==> src/hw/rtl/assert_macros.svh <==
// ---------------------------------------------------------------------------
// Assertion macros
// Shared concurrent assertion forms, clocked on clk and disabled in reset.
// ---------------------------------------------------------------------------
`ifndef ASSERT_MACROS_SVH
`define ASSERT_MACROS_SVH

// Same-cycle implication
`define ASSERT_IMPLY(label, ante, cons, msg) \
    label: assert property (@(posedge clk) disable iff (!rst_n) (ante) |-> (cons)) \
        else $error(msg);

// Next-cycle implication
`define ASSERT_NEXT(label, ante, cons, msg) \
    label: assert property (@(posedge clk) disable iff (!rst_n) (ante) |=> (cons)) \
        else $error(msg);

`endif

==> src/hw/rtl/ghue_pkg.sv <==
// ---------------------------------------------------------------------------
// ghue_pkg
// Constants and types shared by the golden-ratio hue colour pipeline.
// ---------------------------------------------------------------------------
package ghue_pkg;

    // Index and hue widths
    localparam int INDEX_BITS = 16;
    localparam int HUE_BITS   = 32;
    localparam logic [HUE_BITS-1:0] GOLDEN_Q32 = 32'h9E37_79B9;

    // Fixed-point formats
    localparam int LEVEL_BITS = 17;                 // Q1.16
    localparam int FRAC_BITS  = 16;                 // Q0.16 sector fraction
    localparam int SECT_BITS  = 3;
    localparam int TERM_BITS  = 33;                 // Q1.32, up to 1.0
    localparam int CHAN_BITS  = LEVEL_BITS + TERM_BITS - 1;  // Q.48, up to 2^48
    localparam int BYTE_BITS  = 8;
    localparam logic [LEVEL_BITS-1:0] UNIT_Q16 = 17'h1_0000;
    localparam logic [TERM_BITS-1:0]  ONE_Q32  = 33'h1_0000_0000;

    // Pipeline depth
    localparam int NUM_STAGES = 6;

    // APB register map
    localparam int APB_DATA_BITS = 32;
    localparam int APB_ADDR_BITS = 3;
    localparam logic REG_SATURATION = 1'b0;
    localparam logic REG_BRIGHTNESS = 1'b1;

    // Limited saturation and brightness, both at most 1.0
    typedef struct packed {
        logic [LEVEL_BITS-1:0] sat;
        logic [LEVEL_BITS-1:0] val;
    } levels_t;

    // Per-stage load strobes from the pipeline control
    typedef struct packed {
        logic [NUM_STAGES-1:0] load;
    } pipe_ctrl_t;

    // Sector and the three reduced factors (1 - S), (1 - S*F), (1 - S*(1-F))
    typedef struct packed {
        logic [SECT_BITS-1:0] sector;
        logic [TERM_BITS-1:0] p_term;
        logic [TERM_BITS-1:0] q_term;
        logic [TERM_BITS-1:0] t_term;
    } terms_t;

endpackage

==> src/hw/rtl/ghue_front.sv <==
// ---------------------------------------------------------------------------
// ghue_front
// Stages 1-3: golden-ratio hue, sector split, saturation products.
// ---------------------------------------------------------------------------
module ghue_front (
    input  logic                                   clk,
    input  ghue_pkg::pipe_ctrl_t                   ctrl,
    input  logic signed [ghue_pkg::INDEX_BITS-1:0] hue_index,
    input  ghue_pkg::levels_t                      levels,
    output ghue_pkg::terms_t                       terms
);

    localparam int H6_BITS = ghue_pkg::HUE_BITS + 3;

    logic [ghue_pkg::HUE_BITS-1:0]   idx_ext;
    logic [ghue_pkg::HUE_BITS-1:0]   hue_reg;
    logic [ghue_pkg::HUE_BITS-1:0]   hue_next;
    logic [H6_BITS-1:0]              h6;
    logic [ghue_pkg::SECT_BITS-1:0]  sect_reg;
    logic [ghue_pkg::FRAC_BITS-1:0]  frac_reg;
    logic [ghue_pkg::LEVEL_BITS-1:0] frac_inv;
    logic [ghue_pkg::TERM_BITS-1:0]  s_f;
    logic [ghue_pkg::TERM_BITS-1:0]  s_finv;
    logic [ghue_pkg::TERM_BITS-1:0]  s_one;
    ghue_pkg::terms_t                terms_reg;
    ghue_pkg::terms_t                terms_next;

    // Stage 1: hue = low word of index times golden fraction
    assign idx_ext  = ghue_pkg::HUE_BITS'(hue_index);
    assign hue_next = idx_ext * ghue_pkg::GOLDEN_Q32;

    always_ff @(posedge clk)
    begin
        if (ctrl.load[0])
            hue_reg <= hue_next;
    end

    // Stage 2: hue * 6, integer part is the sector
    assign h6 = {1'b0, hue_reg, 2'b00} + {2'b00, hue_reg, 1'b0};

    always_ff @(posedge clk)
    begin
        if (ctrl.load[1])
        begin
            sect_reg <= h6[H6_BITS-1:ghue_pkg::HUE_BITS];
            frac_reg <= h6[ghue_pkg::HUE_BITS-1:ghue_pkg::HUE_BITS-ghue_pkg::FRAC_BITS];
        end
    end

    // Stage 3: saturation products and the reduced factors
    assign frac_inv = ghue_pkg::UNIT_Q16 - {1'b0, frac_reg};
    assign s_f      = ghue_pkg::TERM_BITS'(levels.sat) * ghue_pkg::TERM_BITS'(frac_reg);
    assign s_finv   = ghue_pkg::TERM_BITS'(levels.sat) * ghue_pkg::TERM_BITS'(frac_inv);
    assign s_one    = {levels.sat, 16'h0000};

    always_comb
    begin
        terms_next.sector = sect_reg;
        terms_next.p_term = ghue_pkg::ONE_Q32 - s_one;
        terms_next.q_term = ghue_pkg::ONE_Q32 - s_f;
        terms_next.t_term = ghue_pkg::ONE_Q32 - s_finv;
    end

    always_ff @(posedge clk)
    begin
        if (ctrl.load[2])
            terms_reg <= terms_next;
    end

    assign terms = terms_reg;

endmodule

==> config.mk <==
export PLATFORM = sky130hd
export DESIGN_NAME = ghue_front
export DESIGN_NICKNAME = d
export VERILOG_FILES = /design/src/hw/rtl/assert_macros.svh /design/src/hw/rtl/ghue_pkg.sv /design/src/hw/rtl/ghue_front.sv
export SDC_FILE = /design/constraint.sdc
export NUM_CORES = 2
export LEC_CHECK = 0
export BUFFER_PORTS_ARGS = -buffer_cell sky130_fd_sc_hd__buf_2
export CAP_MARGIN = 20
export CORE_MARGIN = 2
export CORE_UTILIZATION = 55
export DETAILED_ROUTE_END_ITERATION = 6
export GPL_TIMING_DRIVEN = 0
export PLACE_DENSITY = 0.71
export SYNTH_ARGS = -nofsm -noshare
export SYNTH_HDL_FRONTEND = slang
export SYNTH_SLANG_ARGS = --single-unit
==> constraint.sdc <==
create_clock -name clk -period 11.6 [get_ports clk]
set_input_delay 3.48 -clock clk [delete_from_list [all_inputs] [get_ports clk]]
set_output_delay 3.48 -clock clk [all_outputs]
set_load 0.03 [all_outputs]
==> flow_metrics.py <==
metrics = {
    "yosys": {
        "synth_ff_type": "edfxtp_1",
        "synth_top_area_frac": 0.380,
        "yosysTopAreaCell": "fa_1",
        "synth_edf_count": 136,
        "synthTopCellsByArea": "fa_1 (38%), ha_1 (15%), edfxtp_1 (13%)",
        "syn_area_per_cell_um2": 9.77,
        "synthArstFlopShare": 0,
        "synth-seq-cells": 136,
        "ys_warn_count": 0,
        "syn_area_um2": 31100,
        "yosys.cell_types.count": 73,
        "netlist_instances": 3185,
        "yosysMostFrequentCell": "inv_1",
        "yosysSeqAreaShare": 0.131,
        "synth_common_cells": "inv_1 (775), fa_1 (591), ha_1 (379)",
    },
    "place": {
        "portBuffers": 114,
        "hpwl_mm": 61.6,
        "place.gp.congestion": 0.951,
    },
    "worst_setup_path": {
        "arrival_ns": 10.52,
        "slowest_stage": "clkbuf_1",
        "rrSetupSlack_ns": 2.31,
        "startpoint_type": "input port",
        "path_cells": "clkbuf_1 > clkbuf_1 > nand2_1 > fa_1 > inv_1 > fa_1 > fa_1 > inv_1 > fa_1 > fa_1 > inv_1 > fa_1 > inv_1 > ha_1 > clkbuf_2 > nand4_1 > o21ai_0 > o32ai_1 > nor3_1 > o211ai_1 > o21ai_0 > a211o_1 > a21oi_1 > xnor2_1",
        "rr_endpoint": "terms[31]",
        "critPathMaxStageDelay_ns": 0.67,
        "cp_num_buf_inv": 7,
        "regToRegStartpoint": "frac_reg[0]",
        "crit_path_frequent_cell": "fa_1",
        "required_ns": 11.85,
        "end_kind": "flop",
        "critPathTopFamily": "adder cells",
        "critPathKind": "in2reg",
        "cp_max_fo": 10,
        "reg2reg_depth": 30,
    },
    "cts": {
        "clk_pin_slew_ns": 0.07,
        "post_cts_resized": 0,
        "numCtsBuffers": 17,
        "hold_buffers": 0,
        "clock_latency_ns": 0.50,
        "cts_tree": "built",
        "cts_max_level": 4,
        "root_buffer": "clkbuf_16",
        "cts.sinks": 136,
        "cts_setup_buffers": 0,
        "clockBufferDepth": 2,
    },
    "die": {
        "initial_utilization": 0.554,
        "io_pins": 159,
        "die_height_um": 242,
        "placementRows": 87,
        "dieWidth_um": 242,
        "die-area_um2": 58500,
        "core_um2": 56200,
    },
    "final_layout": {
        "n_fill_cell": 4942,
        "drive_above_1_share": 0.0568,
        "final_core_util": 0.592,
        "multiInputGateArea_um2": 23600,
        "antennaDiodeCount": 0,
        "seq_area_um2": 4080,
        "finalNetCount": 4361,
        "largest_reg_flops": 85,
        "area_delta_synth_final_pct": 6.85,
    },
    "timing": {
        "period_needed_ns": 10.27,
        "finalMaxSlewViolations": 0,
        "setup_viol": 0,
        "whs_ns": 0.426,
        "fin_crit_sh": 0.885,
        "fin_skew_ns": 0.0124,
        "rsz0062_at_grt": "no",
        "hold_viol": 0,
        "worst_pin_slew_ns": 1.06,
        "max_slew_margin": 0.288,
        "clock.fmax_mhz": 97.4,
        "setup-tns-final_ns": 0,
    },
    "hold_path": {
        "holdCritPathClass": "reg2reg",
        "worstHoldPathCells": 0,
        "hp-start": "sect_reg[0]",
        "min_to": "terms[99]",
    },
    "route": {
        "wl_met1_mm": 27.7,
        "drcViolationCount": 0,
        "met2WireLength_mm": 37.2,
        "drt_iter0_markers": 991,
        "vias_per_cell": 5.32,
        "num_vias": 21800,
        "drt-total-wl_mm": 73.7,
        "ant_nets": 0,
        "wl_per_cell_um": 18.0,
        "first_pass_iters": 7,
        "top_layer_used": "met5",
        "wl_met3_mm": 4.37,
    },
    "status": {
        "status": "finished, final reports clean",
    },
    "global_route": {
        "grt_max_degree": 73,
        "grt_use_total": 0.265,
        "grt_pass1_vias": 23200,
        "antenna_found_initial": 1,
        "grt_first_pass_wirelength_mm": 120,
        "grt_overflow": 0,
    },
    "flow_run": {
        "cap_violations": 0,
    },
}
final cells by class:
class | instances | area share
Buffer | 130 | 0.0167
Clock inverter | 15 | 0.00309
Multi-Input combinational cell | 2159 | 0.711
Tap cell | 756 | 0.0284
Sequential cell | 136 | 0.123
Inverter | 775 | 0.0875
Clock buffer | 17 | 0.0128
Timing Repair Buffer | 115 | 0.0181
metal layers:
metal / up-vias / track usage
met3: 206 / 0.0426
li1: 10000 / -
met5: - / 0
met1: 10900 / 0.308
met2: 659 / 0.466
met4: 2 / 0.155
metrics by stage:
stage                     instance area, um2  cells  worst slack [ns]
after global placement                 32700   4070             0.935
final                                  33200   4103              1.33
after CTS                              33200   4103              1.44
after detailed placement               32700   4071             0.931
after global routing                   33200   4103             0.919
after floorplan                        31200   3200              2.15
cell usage in the layout, fill, tap and decap left out, drive strengths merged, types with 4 or more instances in the layout:
master and instances:
nor2 54, fa 591, o21a 15, a31oi 7, ha 379, nand2 273, clkinv 11, o21ai 31
a21o 53, buf 136, a211oi 9, nor4 10, and3 13, a2111oi 4, nand4 5, nor3 30
conb 16, xor2 32, edfxtp 136, clkbuf 126, o21bai 17, o31ai 4, a21oi 83, nand2b 14
o211ai 6, nor2b 9, a221oi 4, a211o 7, nand3 19, or2 7, and4 7, a21boi 4
inv 778, or4 5, xnor2 103, and2 311
how the worst max path moves through the flow:
| stage | from | cells after the start | to | slack [ns] |
|---|---|---|---|---|
| floorplan | levels[27] | 21 | terms[65] | 2.15 |
| global placement | levels[26] | 24 | terms[31] | 0.94 |
| finish | levels[26] | 24 | terms[31] | 1.33 |
| detailed placement | levels[26] | 24 | terms[31] | 0.93 |
| global route | levels[26] | 24 | terms[31] | 0.92 |
| CTS | levels[26] | 24 | terms[31] | 1.44 |
cells by family after synthesis:
group | count (synthesis) | synth area share
xor+xnor | 135 | 0.0380
flops | 136 | 0.131
mux | 2 | 0.000643
compound gates | 268 | 0.0585
fa+ha+maj | 970 | 0.533
buf+inv | 905 | 0.111
simple gates | 768 | 0.128
other cells | 1 | 0.000121
Power is left out: the tool's default activity adds up to more than one toggle a clock period on the data nets, which glitch-free logic cannot reach.
