[src/hw/rtl/assert_macros.svh]
// ---------------------------------------------------------------------------
// Assertion macros
// Shared concurrent assertion forms, clocked on clk and disabled in reset.
// ---------------------------------------------------------------------------
`ifndef ASSERT_MACROS_SVH
`define ASSERT_MACROS_SVH

// Same-cycle implication
`define ASSERT_IMPLY(label, ante, cons, msg) \
    label: assert property (@(posedge clk) disable iff (!rst_n) (ante) |-> (cons)) \
        else $error(msg);

// Next-cycle implication
`define ASSERT_NEXT(label, ante, cons, msg) \
    label: assert property (@(posedge clk) disable iff (!rst_n) (ante) |=> (cons)) \
        else $error(msg);

`endif

[src/hw/rtl/ghue_pkg.sv]
// ---------------------------------------------------------------------------
// ghue_pkg
// Constants and types shared by the golden-ratio hue colour pipeline.
// ---------------------------------------------------------------------------
package ghue_pkg;

    // Index and hue widths
    localparam int INDEX_BITS = 16;
    localparam int HUE_BITS   = 32;
    localparam logic [HUE_BITS-1:0] GOLDEN_Q32 = 32'h9E37_79B9;

    // Fixed-point formats
    localparam int LEVEL_BITS = 17;                 // Q1.16
    localparam int FRAC_BITS  = 16;                 // Q0.16 sector fraction
    localparam int SECT_BITS  = 3;
    localparam int TERM_BITS  = 33;                 // Q1.32, up to 1.0
    localparam int CHAN_BITS  = LEVEL_BITS + TERM_BITS - 1;  // Q.48, up to 2^48
    localparam int BYTE_BITS  = 8;
    localparam logic [LEVEL_BITS-1:0] UNIT_Q16 = 17'h1_0000;
    localparam logic [TERM_BITS-1:0]  ONE_Q32  = 33'h1_0000_0000;

    // Pipeline depth
    localparam int NUM_STAGES = 6;

    // APB register map
    localparam int APB_DATA_BITS = 32;
    localparam int APB_ADDR_BITS = 3;
    localparam logic REG_SATURATION = 1'b0;
    localparam logic REG_BRIGHTNESS = 1'b1;

    // Limited saturation and brightness, both at most 1.0
    typedef struct packed {
        logic [LEVEL_BITS-1:0] sat;
        logic [LEVEL_BITS-1:0] val;
    } levels_t;

    // Per-stage load strobes from the pipeline control
    typedef struct packed {
        logic [NUM_STAGES-1:0] load;
    } pipe_ctrl_t;

    // Sector and the three reduced factors (1 - S), (1 - S*F), (1 - S*(1-F))
    typedef struct packed {
        logic [SECT_BITS-1:0] sector;
        logic [TERM_BITS-1:0] p_term;
        logic [TERM_BITS-1:0] q_term;
        logic [TERM_BITS-1:0] t_term;
    } terms_t;

endpackage

[src/hw/rtl/ghue_cfg_regs.sv]
// ---------------------------------------------------------------------------
// ghue_cfg_regs
// APB register file for saturation and brightness, limited to 1.0.
// ---------------------------------------------------------------------------
`include "assert_macros.svh"

module ghue_cfg_regs (
    input  logic                                  clk,
    input  logic                                  rst_n,
    input  logic                                  psel,
    input  logic                                  penable,
    input  logic                                  pwrite,
    input  logic [ghue_pkg::APB_ADDR_BITS-1:0]    paddr,
    input  logic [ghue_pkg::APB_DATA_BITS-1:0]    pwdata,
    output logic [ghue_pkg::APB_DATA_BITS-1:0]    prdata,
    output logic                                  pready,
    output ghue_pkg::levels_t                     levels
);

    logic [ghue_pkg::LEVEL_BITS-1:0] sat_reg;
    logic [ghue_pkg::LEVEL_BITS-1:0] sat_next;
    logic [ghue_pkg::LEVEL_BITS-1:0] bri_reg;
    logic [ghue_pkg::LEVEL_BITS-1:0] bri_next;
    logic                            wr_en;
    logic                            reg_sel;

    assign pready  = 1'b1;
    assign wr_en   = psel && penable && pwrite && pready;
    assign reg_sel = paddr[2];

    // Write decode
    always_comb
    begin
        sat_next = sat_reg;
        bri_next = bri_reg;
        if (wr_en)
        begin
            unique case (reg_sel)
                ghue_pkg::REG_SATURATION: sat_next = pwdata[ghue_pkg::LEVEL_BITS-1:0];
                ghue_pkg::REG_BRIGHTNESS: bri_next = pwdata[ghue_pkg::LEVEL_BITS-1:0];
                default:                  sat_next = sat_reg;
            endcase
        end
    end

    always_ff @(posedge clk or negedge rst_n)
    begin
        if (!rst_n)
        begin
            sat_reg <= 17'h0_8000;
            bri_reg <= ghue_pkg::UNIT_Q16;
        end
        else
        begin
            sat_reg <= sat_next;
            bri_reg <= bri_next;
        end
    end

    // Read mux
    always_comb
    begin
        unique case (reg_sel)
            ghue_pkg::REG_SATURATION:
                prdata = ghue_pkg::APB_DATA_BITS'(sat_reg);
            ghue_pkg::REG_BRIGHTNESS:
                prdata = ghue_pkg::APB_DATA_BITS'(bri_reg);
            default:
                prdata = '0;
        endcase
    end

    // Values above one act as one
    assign levels.sat = (sat_reg > ghue_pkg::UNIT_Q16) ? ghue_pkg::UNIT_Q16 : sat_reg;
    assign levels.val = (bri_reg > ghue_pkg::UNIT_Q16) ? ghue_pkg::UNIT_Q16 : bri_reg;

    `ASSERT_NEXT(a_sat_write, wr_en && (reg_sel == ghue_pkg::REG_SATURATION), sat_reg == $past(pwdata[ghue_pkg::LEVEL_BITS-1:0]), "saturation write lost")
    `ASSERT_IMPLY(a_levels_limited, 1'b1, (levels.sat <= ghue_pkg::UNIT_Q16) && (levels.val <= ghue_pkg::UNIT_Q16), "level above one")

endmodule

[config.mk]
export PLATFORM = sky130hd
export DESIGN_NAME = ghue_cfg_regs
export DESIGN_NICKNAME = d
export VERILOG_FILES = /design/src/hw/rtl/ghue_pkg.sv /design/src/hw/rtl/ghue_cfg_regs.sv
export VERILOG_INCLUDE_DIRS = /design/src /design/src/hw/rtl
export SDC_FILE = /design/constraint.sdc
export NUM_CORES = 1
export LEC_CHECK = 0
export BUFFER_PORTS_ARGS = -buffer_cell sky130_fd_sc_hd__buf_2
export CORE_ASPECT_RATIO = 0.5
export CORE_MARGIN = 5
export CORE_UTILIZATION = 40
export DETAILED_ROUTE_END_ITERATION = 10
export PLACE_DENSITY = 0.76
export SLEW_MARGIN = 30
export SYNTH_ARGS = -nofsm -noshare
export SYNTH_HDL_FRONTEND = slang
export SYNTH_SLANG_ARGS = --single-unit
[constraint.sdc]
create_clock -name clk -period 1.7 [get_ports clk]
set_clock_uncertainty 0.2 [all_clocks]
set_input_delay 0.51 -clock clk [delete_from_list [all_inputs] [get_ports clk]]
set_output_delay 0.51 -clock clk [all_outputs]
set_load 0.05 [all_outputs]
==> results.tsv, run 1 <==
metric	value	unit
arrival time reported for the critical path endpoint	1.81	ns
Final Hold Violating Endpoints	0	
largest buffer count on any clock path	2	
number of levels in the clock H-tree	2	
final worst path period share	148	%
count of state elements after synthesis	34	
placed wire-length estimate	4200	um
source-to-sink clock delay at the later pin of the worst-skew pair	0.29	ns
Power Total	5.47	mW
last weighted congestion value of the routability-driven placer	0.749	
Worst setup EP type	output port	
area after detailed placement	0.00309	mm^2
Tmin final	2.52	ns
Final Routed Wirelength	7600	um
Antenna Cells	0	
count of pins over their slew limit	0	
sum of negative setup slack	-23.68	ns
proportion of layout cells with a drive suffix above 1	82.6	%
fmax	0.397	GHz
setup repair after global routing missed its margin	yes	
starting density of the core	40.6	%
area delta synth->final	97.7	%
fraction of synthesized cell area taken by the top area cell type	40.5	%
Vert. Die Dim	59.7	um
Die W	109	um
grt total ovfl	0	
number of non-filler instances in the completed layout	358	
final worst slack	-0.819	ns
Max-cap violations	0	
number of nets still failing antenna checks after routing	0	
port bufs	73	
setup violators final	51	
synthesized area divided by synthesized cell count	12.6	um^2
IO Pins	107	
vias per cell	4.89	
gate count after technology mapping	157	
standard-cell rows	18	
DR iter-0 viols	56	
average detailed-routed wire length per instance	21.2	um
Max rail drop VDD	792	uV
root cell of the clock tree	sky130_fd_sc_hd__clkbuf_8	
number of antenna violations at the first check in global routing	0	
power density normalized to cell area	1400	mW/mm^2
total routing usage reported by global routing	22.2	%
outcome	complete, but fails checks	
Inserted Clock Buffers	5	
CTS tree	built	
class of the tightest hold or removal check	input port to flop	
Ys Warns	0	
Post-layout nets	328	
static leakage	1.88	nW
startpoint kind of the worst setup timing path	flop	
violated checks	negative setup slack	
largest driver fanout on the critical path	10	
sequence of cells on the critical path	nor4_4 > a41oi_4 > buf_12 > nor2b_4 > buf_8	
count of unique library cells instantiated by Yosys	18	
Post-Place Cells	334	
CP max stage delay	0.44	ns
Slowest cell on crit path	sky130_fd_sc_hd__dfrtp_2	
vias in the first global route	1922	
Critical Path RT	0.99	ns
fill count	255	
via count	1752	
clock tree sinks	34	
type of the worst setup path	flop to output port	
pin count of the biggest net entering global routing	18	
Final Cell Area	0.00391	mm^2
largest area contributor in the synthesized netlist	sky130_fd_sc_hd__dfrtp_1	
cell area after synthesis	0.00198	mm^2
clock-pin slew reported for the worst setup and hold paths after clock tree synthesis	0.08	ns
first-pass GRT wire length	10600	um
die area	0.00653	mm^2
Floorplan Core Area	0.00486	mm^2
cell types occupying the most area after synthesis	sky130_fd_sc_hd__dfrtp_1 (41%), sky130_fd_sc_hd__mux2_2 (23%), sky130_fd_sc_hd__nor2b_1 (10%)	
DRC violation count after routing	0	
first-pass iteration count of the detailed router	4	
register area share after synthesis	43.2	%
==> layer usage <==
metal,GRT usage [%],up-vias,wire [um]
li1,-,780,-
met1,29.3,887,3330
met2,36.4,74,3700
met3,5.50,11,473
met4,6.93,0,94
met5,0,-,0
==> cells by family (layout without fill, tap and decap cells) <==
group	after synthesis	count (layout)	share of synthesized area (%)
muxes	50	50	30.4
and+or+nand+nor	43	43	15.1
DFF	34	34	43.2
buffers and inverters	25	142	9.05
AOI/OAI and AO/OA	3	3	1.90
other	2	16	0.380
==> critical path: cells and delay by family, from the launching register on <==
family / cells / cell delay [ns]
AOI/OAI and AO/OA: 1 / 0.18
buffers and inverters: 2 / 0.35
DFF: 1 / 0.44
and+or+nand+nor: 2 / 0.55
==> final cells by class <==
class / count / area [um^2] / area share (%)
Clock buffer: 7 / 76.3 / 1.95
Tap cell: 70 / 87.6 / 2.24
Timing Repair Buffer: 133 / 1460 / 37.3
Sequential cell: 34 / 857 / 21.9
Multi-Input combinational cell: 112 / 1420 / 36.4
Inverter: 2 / 7.51 / 0.192
==> report_power, final <==
group | switching [mW] | internal (mW)
logic | 1.91 | 1.73
registers | 0.256 | 0.999
clock network | 0.302 | 0.282
==> stage by stage <==
step | hold slack, ns | utilization (%) | setup WS [ns]
finish | 0.260 | 80.3 | -0.819
global route | 0.259 | 80.3 | -0.861
CTS | 0.265 | 77.8 | -0.729
detailed placement | 0.249 | 63.6 | -0.528
global placement | 0.243 | 63.6 | -0.486
floorplan | 0.0144 | - | -0.519
==> placed cells by master (no fill, tap or decap), types with 3 or more instances in the layout <==
cell type / Yosys / layout
sky130_fd_sc_hd__buf_6: 3 / 61
sky130_fd_sc_hd__dfrtp_1: 32 / 29
sky130_fd_sc_hd__nor2b_4: 0 / 28
sky130_fd_sc_hd__mux2_4: 10 / 25
sky130_fd_sc_hd__mux2_2: 40 / 25
sky130_fd_sc_hd__buf_8: 0 / 23
sky130_fd_sc_hd__buf_2: 1 / 21
sky130_fd_sc_hd__buf_4: 16 / 19
sky130_fd_sc_hd__conb_1: 2 / 16
sky130_fd_sc_hd__nor4_4: 0 / 8
sky130_fd_sc_hd__buf_12: 0 / 7
sky130_fd_sc_hd__clkbuf_8: 0 / 5
sky130_fd_sc_hd__nor2b_2: 0 / 4
sky130_fd_sc_hd__dfrtp_2: 0 / 3
==> synthesized netlist by cell type <==
master	n
sky130_fd_sc_hd__a41oi_2	2
sky130_fd_sc_hd__inv_1	2
sky130_fd_sc_hd__nor4_1	8
sky130_fd_sc_hd__buf_2	1
sky130_fd_sc_hd__mux2_4	10
sky130_fd_sc_hd__nor2b_1	32
sky130_fd_sc_hd__conb_1	2
sky130_fd_sc_hd__clkbuf_2	1
sky130_fd_sc_hd__buf_4	16
sky130_fd_sc_hd__dfrtp_1	32
sky130_fd_sc_hd__nand4b_4	1
sky130_fd_sc_hd__nand2_1	1
sky130_fd_sc_hd__dfstp_2	2
sky130_fd_sc_hd__o21ai_0	1
sky130_fd_sc_hd__nand4_4	1
sky130_fd_sc_hd__buf_6	3
sky130_fd_sc_hd__clkbuf_1	2
sky130_fd_sc_hd__mux2_2	40
==> worst paths after layout <==
kind                              from           to  slack, ns  cells after the start
max                         sat_reg[9]   levels[28]      -0.82                      5
min                          pwdata[6]   bri_reg[6]       0.26                      2
max reg2reg                sat_reg[10]  sat_reg[10]       0.33                      4
min reg2reg                 bri_reg[0]   bri_reg[0]       0.48                      2
max in group asynchronous        rst_n  sat_reg[15]       0.25                      3
min in group asynchronous        rst_n   bri_reg[0]       0.51                      2
==> repair_timing <==
| item | 4_1_cts | 5_1_grt |
|---|---|---|
| pin swaps | 4 | 3 |
| gates resized for setup | 156 | 23 |
| hold endpoints to repair | 13 | 0 |
| buffers inserted | 9 | 11 |
| cloned | 2 | 0 |
| setup endpoints to repair | 51 | 51 |
| hold buffers | 1 | 0 |
(Power assumes the default switching activity.)
==> run 2, diff against run 1 <==
--- a/config.mk
+++ b/config.mk
@@ -9,9 +9,10 @@
 export BUFFER_PORTS_ARGS = -buffer_cell sky130_fd_sc_hd__buf_2
 export CORE_ASPECT_RATIO = 0.5
 export CORE_MARGIN = 5
-export CORE_UTILIZATION = 40
+export CORE_UTILIZATION = 42
+export CTS_BUF_LIST = sky130_fd_sc_hd__clkbuf_4
 export DETAILED_ROUTE_END_ITERATION = 10
-export PLACE_DENSITY = 0.76
+export PLACE_DENSITY = 0.79
 export SLEW_MARGIN = 30
 export SYNTH_ARGS = -nofsm -noshare
 export SYNTH_HDL_FRONTEND = slang
==> results.tsv, run 2 (synthesis gave the netlist of run 1 again) <==
metric	value	unit	change
outcome	complete, but fails checks		
violated checks	negative setup slack		
area after detailed placement	0.00307	mm^2	-0.61%
starting density of the core	44.3	%	+3.6 points
fill count	183		-28%
Critical Path RT	0.99	ns	about the same
Max-cap violations	0		unchanged
count of pins over their slew limit	0		unchanged
Inserted Clock Buffers	5		unchanged
fmax	0.380	GHz	-4.3%
Slowest cell on crit path	sky130_fd_sc_hd__dfrtp_1		
Post-layout nets	326		-0.61%
grt total ovfl	0		unchanged
last weighted congestion value of the routability-driven placer	0.794		+6.1%
Final Routed Wirelength	7630	um	+0.46%
setup repair after global routing missed its margin	yes		
Floorplan Core Area	0.00447	mm^2	-8.2%
first-pass GRT wire length	10700	um	+0.58%
final worst path period share	155	%	+6.6 points
DRC violation count after routing	0		unchanged
highest-count cells in the layout ignoring fill and taps	sky130_fd_sc_hd__buf_6 (57), sky130_fd_sc_hd__dfrtp_1 (29), sky130_fd_sc_hd__buf_8 (29), sky130_fd_sc_hd__mux2_4 (26), sky130_fd_sc_hd__nor2b_4 (26)		
proportion of layout cells with a drive suffix above 1	83.3	%	+0.64 points
arrival time reported for the critical path endpoint	1.92	ns	+0.11 ns
class of the tightest hold or removal check	input port to flop		
port bufs	73		unchanged
final worst slack	-0.932	ns	-0.113 ns
Final Util	86.6	%	+6.2 points
number of non-filler instances in the completed layout	344		-3.9%
power density normalized to cell area	1440	mW/mm^2	+2.9%
Max rail drop VDD	1030	uV	+30%
Die W	107	um	-2.2%
IO Pins	107		unchanged
average detailed-routed wire length per instance	22.2	um	+4.5%
DR iter-0 viols	67		+20%
setup violators final	51		unchanged
largest buffer count on any clock path	2		unchanged
standard-cell rows	17		-1
Worst Setup Slack post-DPL	-0.544	ns	-0.0158 ns
clock tree sinks	34		unchanged
first-pass iteration count of the detailed router	4		unchanged
die area	0.00626	mm^2	-4.2%
root cell of the clock tree	sky130_fd_sc_hd__clkbuf_4		
sequence of cells on the critical path	nor4_4 > a41oi_4 > buf_6 > nor2b_4 > buf_6		
CP max stage delay	0.44	ns	about the same
Post-Place Cells	324		-3.0%
number of antenna violations at the first check in global routing	0		unchanged
Antenna Cells	0		unchanged
Final Cell Area	0.00387	mm^2	-1.1%
number of nets still failing antenna checks after routing	0		unchanged
placed wire-length estimate	4220	um	+0.55%
Vert. Die Dim	58.5	um	-2.0%
clock-pin slew reported for the worst setup and hold paths after clock tree synthesis	0.13	ns	+0.05 ns
Tmin final	2.63	ns	+0.113 ns
total routing usage reported by global routing	22.7	%	+0.52 points
pin count of the biggest net entering global routing	35		+17
critical path buffer and inverter count	2		unchanged
Worst setup EP type	output port		
area delta synth->final	95.6	%	
vias per cell	5.19		+6.0%
Final Hold Violating Endpoints	0		unchanged
Largest delay share family, worst path	simple AND/OR/NAND/NOR gates		
vias in the first global route	1886		-1.9%
via count	1784		+1.8%
static leakage	1.87	nW	-0.55%
number of levels in the clock H-tree	2		unchanged
leading cell type in the layout, fill and taps excluded	sky130_fd_sc_hd__buf_6		
largest driver fanout on the critical path	4		-6
crit-path most repeated cell	sky130_fd_sc_hd__buf_6		
CTS tree	built		
type of the worst setup path	flop to output port		
startpoint kind of the worst setup timing path	flop		
source-to-sink clock delay at the later pin of the worst-skew pair	0.37	ns	+0.08 ns
## run 2: cell count changes in the layout (fill, tap and decap cells not counted), sizes merged
cell and change:
buf -2, clkbuf -2, clkinv +2, bufinv +1
## run 2: metal layers
metal | vias up | GRT usage (%) | wire length [um]
met4 | 0 | 9.11 | 228
met5 | - | 0 | 0
met3 | 17 | 5.15 | 329
li1 | 769 | - | -
met1 | 921 | 28.5 | 3220
met2 | 77 | 38.8 | 3850
## run 2: timing repair
action	in CTS	in global routing
gates cloned	1	0
hold buffers	1	0
pin swaps	5	3
endpoints found under the hold margin	32	0
setup endpoints to repair	51	51
buffers inserted	8	12
gates resized for setup	156	34
## run 2: worst register-to-register path: cells and delay by family (launching register included)
| family | cells | cell delay, ns |
|---|---|---|
| buffers and inverters | 2 | 0.28 |
| DFF | 1 | 0.44 |
| muxes | 1 | 0.27 |
## run 2: path summary, 6_finish.rpt
kind	from	to	slack [ns]	cells past startpoint
worst min register to register	sat_reg[4]	sat_reg[4]	0.50	2
max in group asynchronous	rst_n	bri_reg[16]	0.62	3
worst min-delay path	pwdata[13]	bri_reg[13]	0.17	2
worst max-delay path	bri_reg[14]	levels[6]	-0.93	5
min in group asynchronous	rst_n	sat_reg[9]	0.42	3
worst max register to register	bri_reg[7]	bri_reg[7]	0.40	3
## run 2: report_power, final
group	switching (mW)	total (mW)	internal (mW)
registers	0.261	1.26	0.997
logic	1.92	3.67	1.75
clock network	0.334	0.639	0.305
## run 2: layout make-up
type                    instances  area [um^2]  share of cell area (%)
repair buffers                131         1440                    37.2
multi-input cells             112         1420                    36.6
flip-flops and latches         34          857                    22.2
well taps                      57         71.3                    1.84
clock inverters                 3         40.0                    1.04
clock buffers                   5         37.5                   0.971
inverters                       2         7.51                   0.194
## run 2: stage by stage
stage	power, mW	hold WS, ns	TNS, ns
after CTS	5.26	0.177	-25.99
after global routing	5.74	0.173	-30.50
after global placement	3.88	0.280	-17.67
after floorplan	3.20	0.0144	-12.93
after detailed placement	3.95	0.284	-19.02
final	5.57	0.171	-28.73
