--- config.mk ---
export PLATFORM = sky130hd
export DESIGN_NAME = ghue_pipe_ctrl
export DESIGN_NICKNAME = d
export VERILOG_FILES = /design/src/hw/rtl/ghue_pkg.sv /design/src/hw/rtl/ghue_pipe_ctrl.sv
export VERILOG_INCLUDE_DIRS = /design/src /design/src/hw/rtl
export SDC_FILE = /design/constraint.sdc
export NUM_CORES = 1
export LEC_CHECK = 0
export ABC_AREA = 0
export BUFFER_PORTS_ARGS = -buffer_cell sky130_fd_sc_hd__buf_2
export CORE_AREA = 2 2 39 41
export DETAILED_ROUTE_END_ITERATION = 12
export DIE_AREA = 0 0 41 43
export GPL_ROUTABILITY_DRIVEN = 0
export GPL_TIMING_DRIVEN = 0
export SLEW_MARGIN = 20
export SYNTH_ARGS = -nofsm -noshare
export SYNTH_HDL_FRONTEND = slang
export SYNTH_SLANG_ARGS = --single-unit
--- constraint.sdc ---
create_clock -name clk -period 1.15 [get_ports clk]
set_clock_uncertainty 0.2 [all_clocks]
set_input_delay 0.0575 -clock clk [delete_from_list [all_inputs] [get_ports clk]]
set_output_delay 0.0575 -clock clk [all_outputs]
set_load 0.005 [all_outputs]
--- src/hw/rtl/assert_macros.svh ---
// ---------------------------------------------------------------------------
// Assertion macros
// Shared concurrent assertion forms, clocked on clk and disabled in reset.
// ---------------------------------------------------------------------------
`ifndef ASSERT_MACROS_SVH
`define ASSERT_MACROS_SVH

// Same-cycle implication
`define ASSERT_IMPLY(label, ante, cons, msg) \
    label: assert property (@(posedge clk) disable iff (!rst_n) (ante) |-> (cons)) \
        else $error(msg);

// Next-cycle implication
`define ASSERT_NEXT(label, ante, cons, msg) \
    label: assert property (@(posedge clk) disable iff (!rst_n) (ante) |=> (cons)) \
        else $error(msg);

`endif

--- src/hw/rtl/ghue_pkg.sv ---
// ---------------------------------------------------------------------------
// ghue_pkg
// Constants and types shared by the golden-ratio hue colour pipeline.
// ---------------------------------------------------------------------------
package ghue_pkg;

    // Index and hue widths
    localparam int INDEX_BITS = 16;
    localparam int HUE_BITS   = 32;
    localparam logic [HUE_BITS-1:0] GOLDEN_Q32 = 32'h9E37_79B9;

    // Fixed-point formats
    localparam int LEVEL_BITS = 17;                 // Q1.16
    localparam int FRAC_BITS  = 16;                 // Q0.16 sector fraction
    localparam int SECT_BITS  = 3;
    localparam int TERM_BITS  = 33;                 // Q1.32, up to 1.0
    localparam int CHAN_BITS  = LEVEL_BITS + TERM_BITS - 1;  // Q.48, up to 2^48
    localparam int BYTE_BITS  = 8;
    localparam logic [LEVEL_BITS-1:0] UNIT_Q16 = 17'h1_0000;
    localparam logic [TERM_BITS-1:0]  ONE_Q32  = 33'h1_0000_0000;

    // Pipeline depth
    localparam int NUM_STAGES = 6;

    // APB register map
    localparam int APB_DATA_BITS = 32;
    localparam int APB_ADDR_BITS = 3;
    localparam logic REG_SATURATION = 1'b0;
    localparam logic REG_BRIGHTNESS = 1'b1;

    // Limited saturation and brightness, both at most 1.0
    typedef struct packed {
        logic [LEVEL_BITS-1:0] sat;
        logic [LEVEL_BITS-1:0] val;
    } levels_t;

    // Per-stage load strobes from the pipeline control
    typedef struct packed {
        logic [NUM_STAGES-1:0] load;
    } pipe_ctrl_t;

    // Sector and the three reduced factors (1 - S), (1 - S*F), (1 - S*(1-F))
    typedef struct packed {
        logic [SECT_BITS-1:0] sector;
        logic [TERM_BITS-1:0] p_term;
        logic [TERM_BITS-1:0] q_term;
        logic [TERM_BITS-1:0] t_term;
    } terms_t;

endpackage

--- src/hw/rtl/ghue_pipe_ctrl.sv ---
// ---------------------------------------------------------------------------
// ghue_pipe_ctrl
// Valid bits and per-stage load strobes for the colour pipeline.
// ---------------------------------------------------------------------------
`include "assert_macros.svh"

module ghue_pipe_ctrl (
    input  logic                   clk,
    input  logic                   rst_n,
    input  logic                   in_valid,
    output logic                   in_stall,
    output logic                   out_valid,
    input  logic                   out_stall,
    output ghue_pkg::pipe_ctrl_t   ctrl
);

    logic [ghue_pkg::NUM_STAGES-1:0] valid_reg;
    logic [ghue_pkg::NUM_STAGES-1:0] valid_next;
    logic [ghue_pkg::NUM_STAGES-1:0] ready;
    logic [ghue_pkg::NUM_STAGES-1:0] prev_valid;

    // A stage takes new data when empty or when its contents move on
    assign ready[ghue_pkg::NUM_STAGES-1] = !valid_reg[ghue_pkg::NUM_STAGES-1] || !out_stall;
    for (genvar k = 0; k < ghue_pkg::NUM_STAGES - 1; k++)
    begin : g_ready
        assign ready[k] = !valid_reg[k] || ready[k+1];
    end

    assign prev_valid = {valid_reg[ghue_pkg::NUM_STAGES-2:0], in_valid};

    always_comb
    begin
        for (int k = 0; k < ghue_pkg::NUM_STAGES; k++)
        begin
            valid_next[k] = ready[k] ? prev_valid[k] : valid_reg[k];
        end
    end

    always_ff @(posedge clk or negedge rst_n)
    begin
        if (!rst_n)
            valid_reg <= '0;
        else
            valid_reg <= valid_next;
    end

    assign ctrl.load = ready;
    assign in_stall  = !ready[0];
    assign out_valid = valid_reg[ghue_pkg::NUM_STAGES-1];

    `ASSERT_NEXT(a_accept_enters, in_valid && !in_stall, valid_reg[0], "accepted request not in stage one")
    `ASSERT_IMPLY(a_no_spurious_stall, !out_stall, !in_stall, "input stalled with free output")

endmodule

==> summary.md, run 1 <==
| Metric | Value |
|---|---|
| CTS tree | built |
| Congestion Overflow GR | 0 |
| CP startpoint | valid_reg[5] |
| Kind of critical path | flip-flop to output pin |
| WP data arrival | 1200 ps |
| Most frequent cells in the layout | buf_2, dfrtp_1, buf_4 |
| Sink Count | 6 |
| Starting Density | 17.54% |
| Synthesized instance count | 21 |
| Clock Tree Root | clkbuf_4 |
| FF+latch area | 151.4 sq um |
| HPWL Detailed | 365 um |
| First-pass GRT wire length | 910 um |
| Final WS setup | -311.8 ps |
| Worst skew pair latency | 250 ps |
| Diodes inserted | 0 |
| Final wirelength | 556 um |
| Leak | 0.1878 nW |
| Seq pwr share | 42.1% |
| Peak VDD IR | 624.2 uV |
| Port bufs | 11 |
| Clock buffer depth | 2 |
| Gr usage total | 8.999% |
| P_int | 0.0004578 W |
| Ports | 12 |
| Core box area | 0.001384 sq mm |
| Fin crit period | 1462 ps |
| Fmax | 684.1 MHz |
| Die extent in y | 43 um |
| First-pass DRT Iterations | 4 |
| # rows | 14 |
| Die width | 41 um |
| Final Cell Area | 412.9 sq um |
| Area Overhead vs Synth | 70.10% |
| PD cells | 1517 mW/mm^2 |
| Cell Area, Synth | 242.7 sq um |
| Hold crit path type | input pin to flip-flop |
| Post-synthesis sequential area ratio | 61.86% |
| Pre-CTS WS | -100.6 ps |
| Initial antenna violation count | 0 |
| Vias in the first global route | 226 |
| Iteration-0 DRC Markers | 1 |
| Synth top area share | 61.86% |
| Die ar. | 0.001763 sq mm |
| Crit start category | flip-flop |
| Clock slew at reported path FFs | 50 ps |
| Wire length per cell | 9.586 um |
| Syn Area/Cell | 11.56 sq um |
| Area after DPL | 317.8 sq um |
| Sw Pwr | 0.0001686 W |
| Worst-path fanout max | 3 |
| H-tree levels | 1 |
| Pin count of the biggest net entering global routing | 7 |
| Drt drc | 0 |
| Num CTS Buffers | 3 |
| Setup crit end kind | output pin |
| Synth area leaders | dfrtp_1, nand2b_1, nand3_1 |
| Clk pwr share | 31.8% |
| Worst hold start | out_stall |
| Share of layout cells above drive strength 1 | 54.76% |
| Max Cap Violations | 0 |
| Comb power frac | 26.0% |
| Status | finished, violations left |
| Critical Path RT | 890 ps |
| Switching share of total power | 26.91% |
| Reg2reg start | valid_reg[5] |
| Filler cell count | 150 |
| Yosys warns | 0 |
| Final hold viol count | 2 |
| Antenna viol nets, final | 0 |
| Yosys cell types | 11 |
| Vias per cell | 4.207 |
| Hold_buf cts | 3 |
| Worst hold margin | -135.6 ps |
| Final period util | 127.1% |
| Via count | 244 |
| Endpoints failing setup | 9 |
| Slew @ Worst Pin | 138.7 ps |
| RSZ-0062 raised after global routing | yes |
| Max FFs per register | 6 |
| Failing checks | negative hold slack, negative setup slack |
| Worst relative slew slack | 90.75% |
| Area leader, netlist | dfrtp_1 |
| Nets | 48 |
| FF+latch count, synth | 6 |
| Synthesized net count | 25 |
| Slew Viols, Final | 0 |
| Commonest non-fill, non-tap cell in the layout | buf_2 |
| Area of the multi-input gates | 91.34 sq um |
## final timing paths
path | to | slack, ps | depth (start not counted)
setup / recovery | ctrl[0] | -310 | 4
hold / removal | valid_reg[5] | -140 | 3
setup reg to reg | valid_reg[2] | -30 | 3
hold reg to reg | valid_reg[1] | 260 | 1
max in group asynchronous | valid_reg[2] | 90 | 3
min in group asynchronous | valid_reg[5] | 500 | 3
## Yosys cell counts, drive strengths merged
| cell | n |
|---|---|
| dfrtp | 6 |
| nand2b | 3 |
| nand3 | 3 |
| nand2 | 2 |
| a21o | 1 |
| a31o | 1 |
| and4 | 1 |
| inv | 1 |
| nor2 | 1 |
| o21bai | 1 |
| or2 | 1 |
## power by group through the flow
stage | registers (W) | clock network (W) | logic (W)
2_1_floorplan | 0.000262 | 0 | 0.0000685
3_3_place_gp | 0.000266 | 0 | 0.000113
3_5_place_dp | 0.000268 | 0 | 0.000115
4_1_cts | 0.000262 | 0.000214 | 0.000166
5_1_grt | 0.000268 | 0.000228 | 0.000181
6_report | 0.000264 | 0.000199 | 0.000163
## layout make-up
cell class	instances	share of cell area [%]
flip-flops and latches	6	36.67
repair buffers	18	29.39
multi-input cells	14	22.12
clock buffers	3	5.455
well taps	16	4.848
inverters	1	1.515
## worst max-delay path, stage by stage, from the launching register on
cell and delay, ps:
dfrtp_1 350, and4_4 250, inv_4 40, or2_1 190, buf_2 120
## logic make-up after synthesis
group                  count (synthesis)  synth area share, %
flip-flops                             6                61.85
AO/OA/AOI/OAI                          3                9.797
buffers and inverters                  1                2.579
AND/OR/NAND/NOR                       11                25.77
## metrics by stage
stage	TNS, ps	utilization, %	power [W]	std cells
2_1_floorplan	0	-	0.0003304	21
3_3_place_gp	-105.4	22.97	0.0003792	48
3_5_place_dp	-100.6	22.97	0.0003824	48
4_1_cts	-1517	29.75	0.0006418	58
5_1_grt	-1858	29.84	0.0006771	58
6_report	-1366	29.84	0.0006263	58
## metal layers
layer,vias to the layer above,wire length (um),track usage [%]
li1,115,-,-
met1,112,221,8.882
met2,12,226,10.00
met3,5,79,7.853
met4,0,28,10.00
met5,-,0,0
## repair_timing
item                                    CTS  global route
cloned                                    0             0
resized for setup                         2             1
pin swaps                                 1             3
endpoints found under the setup margin    6            12
setup buffers                             4             0
endpoints found under the hold margin     9             2
(Power assumes the default switching activity.)
==> run 2: changes to the inputs <==
Settings changed: CTS_BUF_LIST from default to sky130_fd_sc_hd__clkbuf_16.
==> summary.md, run 2 (synthesis gave the netlist of run 1 again) <==
| Metric | Value |
|---|---|
| Via count | 238 |
| Share of layout cells above drive strength 1 | 52.38% |
| Slew Viols, Final | 0 |
| Core box area | 0.001384 sq mm |
| Crit start category | flip-flop |
| Wire length per cell | 9.983 um |
| Area Overhead vs Synth | 92.27% |
| Gr usage total | 9.302% |
| Final wirelength | 579 um |
| Seq pwr share | 26.7% |
| Commonest non-fill, non-tap cell in the layout | buf_2 |
| Diodes inserted | 0 |
| Slew @ Worst Pin | 169.9 ps |
| WP data arrival | 1180 ps |
| Num CTS Buffers | 3 |
| Die ar. | 0.001763 sq mm |
| Port bufs | 11 |
| Sw Pwr | 0.0002023 W |
| Clk pwr share | 56.6% |
| Hold path cells | 3 |
| Ports | 12 |
| Nets | 48 |
| Max Cap Violations | 0 |
| Final hold viol count | 2 |
| Starting Density | 17.54% |
| Worst relative slew slack | 88.67% |
| PD cells | 2117 mW/mm^2 |
| Core Util, Final | 33.73% |
| FF-to-FF End | valid_reg[2] |
| Clock slew at reported path FFs | 30 ps |
| Sink Count | 6 |
| Initial antenna violation count | 0 |
| Comb power frac | 16.7% |
| Worst hold start | out_stall |
| Area of the multi-input gates | 91.34 sq um |
| Filler cell count | 145 |
| Congestion Overflow GR | 0 |
| Fin crit period | 1441 ps |
| Kind of critical path | flip-flop to output pin |
| First-pass DRT Iterations | 4 |
| Final WS setup | -291.5 ps |
| Drt drc | 0 |
| Die extent in y | 43 um |
| Pin count of the biggest net entering global routing | 7 |
| R2R setup slack | -30 ps |
| Worst-path fanout max | 3 |
| FF+latch area | 150.1 sq um |
| Reg2reg start | valid_reg[5] |
| # rows | 14 |
| Clock buffer depth | 2 |
| Vias in the first global route | 240 |
| RSZ-0062 raised after global routing | yes |
| Peak VDD IR | 1067 uV |
| Final period util | 125.3% |
| Hold crit path type | input pin to flip-flop |
| H-tree levels | 1 |
| Most frequent cells in the layout | buf_2, dfrtp_1, buf_4 |
| Hold EP | valid_reg[5] |
| Die width | 41 um |
| Setup crit end kind | output pin |
| Worst r2r path cells | 3 |
| Failing checks | negative hold slack, negative setup slack |
| Setup TNS | -1234 ps |
| First-pass GRT wire length | 986 um |
| Tot Pwr | 0.0009878 W |
| Status | finished, violations left |
| Leak | 0.2124 nW |
| Antenna viol nets, final | 0 |
| P_int | 0.0007855 W |
| Vias per cell | 4.103 |
| HPWL Detailed | 365 um |
| Critical Path RT | 890 ps |
| Iteration-0 DRC Markers | 2 |
| Hold_buf cts | 3 |
| Endpoints failing setup | 9 |
| Fmax | 693.7 MHz |
| Max FFs per register | 6 |
| Worst skew pair latency | 230 ps |
| CTS tree | built |
| Switching share of total power | 20.48% |
| Worst hold margin | -109.7 ps |
| Clock Tree Root | clkbuf_16 |
[run 2: cell count changes in the layout (fill, tap and decap cells not counted), sizes merged]
cell	before	now
buf	15	14
clkbuf	3	4
[run 2: power groups by stage]
| stage | Combinational, W | Sequential (W) | Clock [W] |
|---|---|---|---|
| 2_1_floorplan | 0.0000685 | 0.000262 | 0 |
| 5_1_grt | 0.000184 | 0.000270 | 0.000586 |
| 3_5_place_dp | 0.000115 | 0.000268 | 0 |
| 3_3_place_gp | 0.000113 | 0.000266 | 0 |
| 6_report | 0.000165 | 0.000264 | 0.000559 |
| 4_1_cts | 0.000167 | 0.000264 | 0.000575 |
[run 2: routing by layer]
| layer | track usage (%) | part of all wire, % | wire length (um) | up-vias |
|---|---|---|---|---|
| met5 | 0 | 0 | 0 | - |
| met4 | 6.000 | 0 | 0 | 0 |
| met3 | 7.853 | 14 | 82 | 0 |
| met2 | 11.88 | 47 | 271 | 13 |
| met1 | 9.868 | 39 | 226 | 110 |
| li1 | - | - | - | 115 |
[run 2: how the worst max path moves through the flow]
stage	from	endpoint	slack, ps	cells past startpoint
after floorplan	valid_reg[5]	ctrl[0]	10	3
after global placement	valid_reg[5]	ctrl[0]	-110	4
after detailed placement	valid_reg[5]	ctrl[0]	-100	4
after CTS	valid_reg[4]	ctrl[0]	-300	4
after global routing	valid_reg[5]	ctrl[0]	-360	4
final	valid_reg[5]	ctrl[0]	-290	4
[run 2: timing repair]
item / in CTS / in global routing
setup endpoints to repair: 6 / 14
buffers inserted: 4 / 0
pin swaps: 1 / 3
resized for setup: 2 / 1
endpoints found under the hold margin: 9 / 2
[run 2: area by class of cell]
class | count | share of cell area, %
Clock buffer | 3 | 16.09
Inverter | 1 | 1.340
Multi-Input combinational cell | 14 | 19.57
Sequential cell | 6 | 32.17
Tap cell | 16 | 4.290
Timing Repair Buffer | 18 | 26.54
[run 2: critical path: stages (launching register included)]
cell and delay [ps]:
dfrtp_1 350, and4_4 260, inv_4 40, or2_1 190, buf_2 120
[run 2: stage by stage]
step	cell area, sq um	std cells	hold WS [ps]	setup WS [ps]
after global placement	317.8	48	-312.1	-105.4
after global routing	466.7	58	-81.78	-355.2
after CTS	464.2	58	-106.1	-299.0
final	466.7	58	-109.7	-291.5
after floorplan	242.7	21	-438.1	12.74
after detailed placement	317.8	48	-311.6	-100.6
==> run 3: changes to the inputs <==
Settings changed: BUFFER_PORTS_ARGS -buffer_cell sky130_fd_sc_hd__buf_2 to default, DONT_BUFFER_PORTS from default to 1.
==> summary.md, run 3 (synthesis gave the netlist of run 1 again) <==
| Metric | Value |
|---|---|
| Worst hold margin | -47.08 ps |
| Num CTS Buffers | 3 |
| FF+latch area | 150.1 sq um |
| Gr usage total | 8.174% |
| Failing checks | negative hold slack, negative setup slack |
| Final WS setup | -268.1 ps |
| Setup crit end kind | output pin |
| Slew @ Worst Pin | 301.8 ps |
| Die ar. | 0.001763 sq mm |
| Sink Count | 6 |
| Switching share of total power | 20.88% |
| Clock Tree Root | clkbuf_16 |
| Max FFs per register | 6 |
| Commonest non-fill, non-tap cell in the layout | dfrtp_1 |
| WP data arrival | 1160 ps |
| Die width | 41 um |
| Wire length per cell | 11.59 um |
| Kind of critical path | flip-flop to output pin |
| Congestion Overflow GR | 0 |
| Max Cap Violations | 0 |
| Slew Viols, Final | 0 |
| Area of the multi-input gates | 91.34 sq um |
| Hold crit path type | input pin to asynchronous set/reset pin |
| Final period util | 123.3% |
| CP max stage cell | dfrtp_1 |
| Share of layout cells above drive strength 1 | 28.57% |
| Worst-path fanout max | 5 |
| Most frequent cells in the layout | dfrtp_1, nand2b_1, clkbuf_16, dlygate4sd3_1 |
| Sw Pwr | 0.0001947 W |
| Area Overhead vs Synth | 56.70% |
| First-pass DRT Iterations | 4 |
| Fin crit period | 1418 ps |
| Core box area | 0.001384 sq mm |
| Leak | 0.1557 nW |
| Diodes inserted | 0 |
| First-pass GRT wire length | 869 um |
| Ports | 12 |
| Filler cell count | 150 |
| R2R setup slack | -170 ps |
| Antenna viol nets, final | 0 |
| Worst skew pair latency | 230 ps |
| Iteration-0 DRC Markers | 4 |
| Hold_buf cts | 4 |
| Comb power frac | 10.9% |
| CTS tree | built |
| Clk pwr share | 60.4% |
| Final wirelength | 510 um |
| Crit-path leading delay family | simple AND/OR/NAND/NOR gates |
| CP Cell Sequence | and4_4 -> inv_4 -> or2_1 |
| Setup TNS | -1174 ps |
| Seq pwr share | 28.8% |
| Final hold viol count | 6 |
| Nets | 34 |
| CP bufs+invs | 1 |
| Crit start category | flip-flop |
| Clock slew at reported path FFs | 40 ps |
| Initial antenna violation count | 0 |
| Via count | 184 |
| Clock buffer depth | 2 |
| Vias per cell | 4.182 |
| PD cells | 2452 mW/mm^2 |
| H-tree levels | 1 |
| Fmax | 705.2 MHz |
| Tot Pwr | 0.0009325 W |
| Starting Density | 17.54% |
| Worst relative slew slack | 79.81% |
| Critical Path RT | 890 ps |
| Status | finished, violations left |
| Pin count of the biggest net entering global routing | 7 |
| Peak VDD IR | 730.7 uV |
| Endpoints failing setup | 7 |
| Die extent in y | 43 um |
| P_int | 0.0007378 W |
| # rows | 14 |
| Port bufs | 0 |
| Vias in the first global route | 198 |
| RSZ-0062 raised after global routing | yes |
| Drt drc | 0 |
| CP peak stage delay | 400 ps |
-- run 3: changes by cell type in the layout (fill, tap and decap cells not counted) --
cell / previous run / this run
buf_6: 1 / 0
buf_4: 4 / 1
clkbuf_4: 1 / 0
buf_2: 9 / 0
-- run 3: layout make-up --
type / instances / area share, %
Sequential cell: 6 / 39.47
Multi-Input combinational cell: 14 / 24.01
Clock buffer: 3 / 19.74
Timing Repair Buffer: 4 / 9.868
Tap cell: 16 / 5.263
Inverter: 1 / 1.645
-- run 3: routing by layer --
metal  global-route usage [%]  up-vias  wire length, um
li1                         -       87                -
met2                    9.375       13              202
met1                    9.477       84              231
met5                        0        -                0
met3                    9.948        0               77
met4                    2.000        0                0
-- run 3: timing repair --
action / 4_1_cts / 5_1_grt
setup buffers: 1 / 0
endpoints found under the setup margin: 6 / 14
endpoints found under the hold margin: 11 / 6
pin swaps: 1 / 2
resized for setup: 1 / 0
-- run 3: worst reg2reg max path, stage by stage (launching register included) --
cell     delay (ps)
dfrtp_1         410
and4_4          220
buf_4           150
a31o_2          230
-- run 3: through the flow --
step,instances,instance area [sq um],setup slack [ps],util [%]
floorplan,21,242.7,12.74,-
CTS,45,390.4,-281.9,28.21
global placement,37,262.8,-47.16,18.99
detailed placement,37,262.8,-58.74,18.99
finish,44,380.4,-268.1,27.49
global route,44,380.4,-318.7,27.49
-- run 3: power groups by stage --
stage | registers [W] | logic (W) | clock network (W)
after detailed placement | 0.000268 | 0.0000787 | 0
after global placement | 0.000267 | 0.0000785 | 0
final | 0.000268 | 0.000101 | 0.000563
after global routing | 0.000272 | 0.000114 | 0.000592
after floorplan | 0.000262 | 0.0000685 | 0
after CTS | 0.000268 | 0.000106 | 0.000572
-- run 3: worst paths after layout --
path / from / to / cells past startpoint
worst max-delay path: valid_reg[5] / ctrl[0] / 3
worst min-delay path: rst_n / valid_reg[5] / 1
worst max register to register: valid_reg[5] / valid_reg[1] / 3
worst min register to register: valid_reg[3] / valid_reg[4] / 1
max in group asynchronous: rst_n / valid_reg[1] / 1
min in group clk: valid_reg[3] / valid_reg[4] / 1
